--- src/rtl/ise_pkg.sv ---
// shared types and constants for the insertion sort engine
`default_nettype none

package ise_pkg;

  localparam int DATA_W       = 32;
  localparam int CAPACITY_DEF = 32;
  localparam int MAX_RESULTS  = 32;
  localparam int EMIT_W       = $clog2(MAX_RESULTS);

  // operation applied to every cell in the same cycle
  typedef enum logic [1:0] {
    CELL_HOLD  = 2'd0,
    CELL_INS   = 2'd1,
    CELL_SHIFT = 2'd2,
    CELL_CLEAR = 2'd3
  } cell_op_e;

  // control broadcast from the sequencer to the chain
  typedef struct packed {
    cell_op_e                   op;
    logic signed [DATA_W-1:0]   value;
  } cell_ctl_t;

endpackage

`default_nettype wire

--- src/rtl/ise_cell.sv ---
// one compare-and-shift cell of the sorting chain
`default_nettype none

module ise_cell (
  input  logic                                clk_i,
  input  logic                                rst_ni,
  input  ise_pkg::cell_ctl_t                  ctl_i,
  input  logic                                prev_gt_i,
  input  logic                                prev_valid_i,
  input  logic signed [ise_pkg::DATA_W-1:0]   prev_val_i,
  input  logic                                next_valid_i,
  input  logic signed [ise_pkg::DATA_W-1:0]   next_val_i,
  output logic                                gt_o,
  output logic                                valid_o,
  output logic signed [ise_pkg::DATA_W-1:0]   val_o
);
  import ise_pkg::*;

  logic                       valid_q, valid_d;
  logic signed [DATA_W-1:0]   val_q, val_d;

  // entry is occupied and strictly above the incoming value
  assign gt_o = valid_q && (val_q > ctl_i.value);

  // next cell contents
  always_comb begin
    valid_d = valid_q;
    val_d   = val_q;
    case (ctl_i.op)
      CELL_INS: begin
        if (prev_gt_i) begin
          val_d   = prev_val_i;
          valid_d = 1'b1;
        end else if (gt_o || (!valid_q && prev_valid_i)) begin
          val_d   = ctl_i.value;
          valid_d = 1'b1;
        end
      end
      CELL_SHIFT: begin
        val_d   = next_val_i;
        valid_d = next_valid_i;
      end
      CELL_CLEAR: begin
        valid_d = 1'b0;
      end
      default: begin
        valid_d = valid_q;
      end
    endcase
  end

  // occupancy flag
  always_ff @(posedge clk_i or negedge rst_ni) begin
    if (!rst_ni) begin
      valid_q <= 1'b0;
    end else begin
      valid_q <= valid_d;
    end
  end

  // stored value, no reset needed
  always_ff @(posedge clk_i) begin
    val_q <= val_d;
  end

  assign valid_o = valid_q;
  assign val_o   = val_q;

endmodule

`default_nettype wire

--- src/rtl/insertion_sort_engine_top.sv ---
// top level of the insertion sort engine: cell chain and sequencer
// each accepted beat is inserted into the chain; after a last beat, min(count, 32)
// result beats follow, one per cycle while m_axis_tready_i
// throughput: one input beat per cycle while collecting; the chain of CAPACITY cells
// compares all entries against the incoming value in parallel and shifts in one step
// input is not taken while results drain; the next set starts the cycle after the final beat
// reset clears count, overflow flag and all occupancy bits; no clearing pass is needed
`default_nettype none

module insertion_sort_engine_top #(
  parameter int CAPACITY = ise_pkg::CAPACITY_DEF
) (
  input  logic                                clk_i,
  input  logic                                rst_ni,
  input  logic                                s_axis_tvalid_i,
  output logic                                s_axis_tready_o,
  input  logic [ise_pkg::DATA_W-1:0]          s_axis_tdata_i,  // [31:0] value
  input  logic                                s_axis_tlast_i,  // last
  output logic                                m_axis_tvalid_o,
  input  logic                                m_axis_tready_i,
  output logic [ise_pkg::DATA_W-1:0]          m_axis_tdata_o,  // [31:0] sorted_value
  output logic                                m_axis_tlast_o,  // final_res
  output logic                                m_axis_tuser_o   // [0] overflow
);
  import ise_pkg::*;

  localparam int CNT_W = $clog2(CAPACITY + 1);

  localparam logic ST_IDLE  = 1'b0;
  localparam logic ST_DRAIN = 1'b1;

  logic                     state_q, state_d;
  logic [CNT_W-1:0]         cnt_q, cnt_d;
  logic [EMIT_W-1:0]        emit_q, emit_d;
  logic                     drop_q, drop_d;

  logic                     in_beat, out_beat, full, final_beat;
  cell_ctl_t                ctl;

  logic                     gt    [CAPACITY];
  logic                     vld   [CAPACITY];
  logic signed [DATA_W-1:0] val   [CAPACITY];

  // handshake and status
  assign s_axis_tready_o = (state_q == ST_IDLE);
  assign m_axis_tvalid_o = (state_q == ST_DRAIN);
  assign in_beat         = s_axis_tvalid_i && s_axis_tready_o;
  assign out_beat        = m_axis_tvalid_o && m_axis_tready_i;
  assign full            = (cnt_q == CNT_W'(CAPACITY));
  assign final_beat      = (cnt_q == CNT_W'(1)) || (emit_q == EMIT_W'(MAX_RESULTS - 1));

  // chain control
  always_comb begin
    ctl.value = signed'(s_axis_tdata_i);
    ctl.op    = CELL_HOLD;
    if (in_beat && !full) begin
      ctl.op = CELL_INS;
    end else if (out_beat) begin
      ctl.op = final_beat ? CELL_CLEAR : CELL_SHIFT;
    end
  end

  // cell chain
  for (genvar i = 0; i < CAPACITY; i++) begin : g_cell
    logic                     p_gt, p_vld, n_vld;
    logic signed [DATA_W-1:0] p_val, n_val;
    if (i == 0) begin : g_head
      assign p_gt  = 1'b0;
      assign p_vld = 1'b1;
      assign p_val = '0;
    end else begin : g_body
      assign p_gt  = gt[i-1];
      assign p_vld = vld[i-1];
      assign p_val = val[i-1];
    end
    if (i == CAPACITY - 1) begin : g_tail
      assign n_vld = 1'b0;
      assign n_val = '0;
    end else begin : g_link
      assign n_vld = vld[i+1];
      assign n_val = val[i+1];
    end
    ise_cell u_cell (
      .clk_i        (clk_i),
      .rst_ni       (rst_ni),
      .ctl_i        (ctl),
      .prev_gt_i    (p_gt),
      .prev_valid_i (p_vld),
      .prev_val_i   (p_val),
      .next_valid_i (n_vld),
      .next_val_i   (n_val),
      .gt_o         (gt[i]),
      .valid_o      (vld[i]),
      .val_o        (val[i])
    );
  end

  // sequencer
  always_comb begin
    state_d = state_q;
    cnt_d   = cnt_q;
    emit_d  = emit_q;
    drop_d  = drop_q;
    unique case (state_q)
      ST_IDLE: begin
        if (in_beat) begin
          if (full) begin
            drop_d = 1'b1;
          end else begin
            cnt_d = cnt_q + CNT_W'(1);
          end
          if (s_axis_tlast_i) begin
            state_d = ST_DRAIN;
            emit_d  = '0;
          end
        end
      end
      ST_DRAIN: begin
        if (out_beat) begin
          if (final_beat) begin
            state_d = ST_IDLE;
            cnt_d   = '0;
            drop_d  = 1'b0;
          end else begin
            cnt_d  = cnt_q - CNT_W'(1);
            emit_d = emit_q + EMIT_W'(1);
          end
        end
      end
      default: begin
        state_d = ST_IDLE;
      end
    endcase
  end

  always_ff @(posedge clk_i or negedge rst_ni) begin
    if (!rst_ni) begin
      state_q <= ST_IDLE;
      cnt_q   <= '0;
      emit_q  <= '0;
      drop_q  <= 1'b0;
    end else begin
      state_q <= state_d;
      cnt_q   <= cnt_d;
      emit_q  <= emit_d;
      drop_q  <= drop_d;
    end
  end

  // result beat comes straight from the head cell
  assign m_axis_tdata_o = unsigned'(val[0]);
  assign m_axis_tlast_o = final_beat;
  assign m_axis_tuser_o = drop_q;

  // checks
  a_head_valid : assert property (@(posedge clk_i) disable iff (!rst_ni)
    m_axis_tvalid_o |-> vld[0])
    else $error("result beat without an occupied head cell");

  a_cnt_range : assert property (@(posedge clk_i) disable iff (!rst_ni)
    cnt_q <= CNT_W'(CAPACITY))
    else $error("fill count beyond capacity");

  a_final_clears : assert property (@(posedge clk_i) disable iff (!rst_ni)
    (out_beat && m_axis_tlast_o) |=> (cnt_q == '0) && !drop_q && !vld[0])
    else $error("set not cleared after final beat");

  a_count_matches : assert property (@(posedge clk_i) disable iff (!rst_ni)
    (state_q == ST_IDLE) |-> ((cnt_q == '0) == !vld[0]))
    else $error("fill count disagrees with head occupancy");

endmodule

`default_nettype wire
--- config.mk ---
export PLATFORM = sky130hd
export DESIGN_NAME = insertion_sort_engine_top
export DESIGN_NICKNAME = d
export VERILOG_FILES = /design/src/rtl/ise_pkg.sv /design/src/rtl/ise_cell.sv /design/src/rtl/insertion_sort_engine_top.sv
export SDC_FILE = /design/constraint.sdc
export NUM_CORES = 2
export LEC_CHECK = 0
export ABC_AREA = 1
export CELL_PAD_IN_SITES_DETAIL_PLACEMENT = 0
export CELL_PAD_IN_SITES_GLOBAL_PLACEMENT = 1
export CORE_MARGIN = 4
export CORE_UTILIZATION = 54
export DETAILED_ROUTE_END_ITERATION = 10
export DONT_BUFFER_PORTS = 1
export GPL_ROUTABILITY_DRIVEN = 1
export PLACE_DENSITY = 0.95
export SLEW_MARGIN = 20
export SYNTH_ARGS = -nofsm -noshare
export SYNTH_HDL_FRONTEND = slang
export SYNTH_HIERARCHICAL = 1
export SYNTH_SLANG_ARGS = --single-unit
--- constraint.sdc ---
create_clock -name clk_i -period 11.1 [get_ports clk_i]
set_input_delay 1.11 -clock clk_i [delete_from_list [all_inputs] [get_ports clk_i]]
set_output_delay 1.11 -clock clk_i [all_outputs]
set_load 0.01 [all_outputs]
==> results.py <==
metrics = {
    "clock_network": {
        "cts_sinks": 1069,
        "clock_latency_ns": 0.77,
        "clkTransAtPathRegs_ns": 0.06,
        "cts_max_level": 4,
        "cts_tree": "yes",
        "ctsRootBufferMaster": "clkbuf_16",
        "cts_buffers": 131,
        "cts_resized": 0,
        "cts_buffer_depth": 3,
        "cts_hold_buf": 0,
        "postCtsSetupRepairBufs": 0,
    },
    "global_routing": {
        "grt_max_degree": 66,
        "grt_pass1_vias": 71500,
        "grt_pass1_wl_mm": 392,
        "grt.overflow.total": 0,
        "grtUsageTotal_pct": 30.9,
        "antenna_found_initial": 6,
    },
    "logic_synthesis": {
        "yosys_warnings": 6,
        "syn-instance-count": 10000,
        "syn-mean-instance-area_sq_um": 8.37,
        "netlist_area_sq_um": 83900,
    },
    "job": {
        "cap_violations": 0,
    },
    "critical_path": {
        "crit_cells": 7,
        "crit_top_cell": "buf_4",
        "cp_cell_sequence": "nand2_2, inv_4, buf_4, buf_4, nand2_4, nand2_1, buf_4",
        "slowest_stage": "dfrtp_1",
        "r2r.worst_path.cells": 7,
        "crit_type": "register to register",
        "path_buf_inv": 4,
        "crit_family": "buffers and inverters",
        "arrival_ns": 4.76,
        "crit_fanout": 65,
        "slowest_delay_ns": 0.68,
        "cp_data_required_time_ns": 11.54,
        "startpoint_type": "register",
        "crit_path_end_kind": "register",
    },
    "sta": {
        "finalCritPeriodShare_pct": 39.0,
        "fin_crit_ns": 4.32,
        "timing.setup.tns_ns": 0,
        "hold_ws_ns": 0.0609,
        "slew_headroom_pct": 31.4,
        "final_max_slew_viol_count": 0,
        "setup_viol": 0,
        "hold_violations": 0,
        "tightest_slew_ns": 1.03,
        "fin_skew_ns": 0.0284,
        "fmax_mhz": 231,
        "rsz0062_at_grt": "no",
    },
    "place": {
        "portBuffers": 0,
        "gp_congestion": 0.921,
        "dp_hpwl_mm": 178,
    },
    "cells_and_area": {
        "syn_to_final_growth_pct": 6.91,
        "nFillCells": 13800,
        "num-nets-final": 10900,
        "ff_latch_area_sq_um": 31900,
        "drive_above_1_share_pct": 4.77,
        "multi_input_area_sq_um": 44900,
    },
    "floorplan": {
        "coreArea_sq_um": 154000,
        "num_io_pins": 73,
        "num_rows": 144,
        "initial_core_util_pct": 54.4,
        "die_x_um": 402,
        "die_h_um": 402,
        "dieArea_sq_um": 162000,
    },
    "power": {
        "p_comb_share_pct": 40.9,
        "p_seq_share_pct": 39.6,
        "power_density_nw_per_um2": 245,
        "ir_drop_v": 0.000172,
        "power_frac_clock_pct": 19.4,
        "p_int_mw": 12.8,
        "p_total_mw": 22.0,
        "p_leak_nw": 38.5,
        "net-switching-power_mw": 9.20,
        "p_sw_share_pct": 41.8,
    },
    "routing": {
        "drc": 0,
        "via_per_inst": 5.95,
        "drtPass1Iterations": 6,
        "avgRoutedWirePerCell_um": 21.6,
        "routed_wl_mm": 258,
        "drt.antenna.violating_nets": 0,
        "via_count": 71300,
        "drt_iter0_markers": 6492,
    },
    "worst_hold_path": {
        "hold_class": "primary input to asynchronous set/reset pin",
    },
    "outcome": {
        "outcome": "finished clean",
    },
}
state kept, by name, summed over array words and instances (netlist names):
| name | flops |
|---|---|
| g_cell.u_cell/val_o | 1024 |
| g_cell.u_cell/valid_o | 32 |
| cnt_q | 6 |
| emit_q | 5 |
| m_axis_tuser_o | 1 |
| m_axis_tvalid_o | 1 |
worst paths after layout:
check,start,slack [ns],to
worst max-delay path,m_axis_tvalid_o$_DFF_PN0_,6.78,g_cell[16].u_cell/val_o[31]$_DFFE_PP_
worst min-delay path,rst_ni,0.06,g_cell[22].u_cell/valid_o$_DFFE_PN0P_
worst max register to register,m_axis_tvalid_o$_DFF_PN0_,6.78,g_cell[16].u_cell/val_o[31]$_DFFE_PP_
worst min register to register,emit_q[4]$_DFFE_PN0P_,0.49,emit_q[4]$_DFFE_PN0P_
max in group asynchronous,rst_ni,10.86,g_cell[7].u_cell/valid_o$_DFFE_PN0P_
min in group clk_i,emit_q[4]$_DFFE_PN0P_,0.49,emit_q[4]$_DFFE_PN0P_
worst reg2reg max path, cell delays in order (launching register included):
cell     delay, ns
dfrtp_1       0.68
nand2_2       0.28
inv_4         0.24
buf_4         0.65
buf_4         0.61
nand2_4       0.48
nand2_1       0.66
buf_4         0.38
per-stage QoR:
step           std cells  instance area [sq um]  util [%]  worst slack [ns]
6_report           12000                  89700      58.2              6.78
3_3_place_gp       11700                  85400      55.4              6.24
2_1_floorplan      10100                  84100         -              7.06
4_1_cts            12000                  89600      58.1              6.48
3_5_place_dp       11700                  85500      55.4              6.22
5_1_grt            12000                  89700      58.2              6.51
cell type report:
class / count / share of cell area (%)
Multi-Input combinational cell: 7048 / 50.0
Sequential cell: 1069 / 35.5
Inverter: 1519 / 6.36
Clock buffer: 178 / 4.06
Tap cell: 2044 / 2.85
Timing Repair Buffer: 69 / 0.577
Clock inverter: 56 / 0.573
Antenna cell: 1 / 0.00279
power groups by stage:
stage          combinational, mW  clock [mW]  sequential (mW)
3_3_place_gp                8.36           0             8.77
4_1_cts                     8.87        4.34             8.70
3_5_place_dp                8.82           0             8.77
5_1_grt                     10.2        4.50             8.83
6_report                    9.01        4.28             8.72
2_1_floorplan               7.04           0             7.74
placed cells by master (no fill, tap or decap), types with 33 or more instances in the layout:
| master | count |
|---|---|
| a21oi_1 | 417 |
| a21oi_2 | 33 |
| a31oi_1 | 64 |
| buf_4 | 69 |
| clkbuf_1 | 35 |
| clkbuf_16 | 137 |
| clkinv_1 | 65 |
| conb_1 | 67 |
| dfrtp_1 | 45 |
| edfxtp_1 | 1024 |
| ha_1 | 1030 |
| inv_1 | 1465 |
| nand2_1 | 2555 |
| nand2_2 | 51 |
| nand3_1 | 144 |
| nand4_1 | 68 |
| nor2_1 | 422 |
| nor2_2 | 68 |
| o211ai_1 | 960 |
| o21a_1 | 960 |
| o21ai_0 | 97 |
metal layers:
metal | up-vias | GRT usage, % | part of all wire, %
met2 | 2636 | 55.0 | 50
met1 | 33800 | 35.4 | 37
li1 | 34000 | - | -
met3 | 841 | 5.77 | 7.4
met5 | - | 0 | 0
met4 | 0 | 15.6 | 5.5
Note: power is estimated with default switching activity, not from simulation.
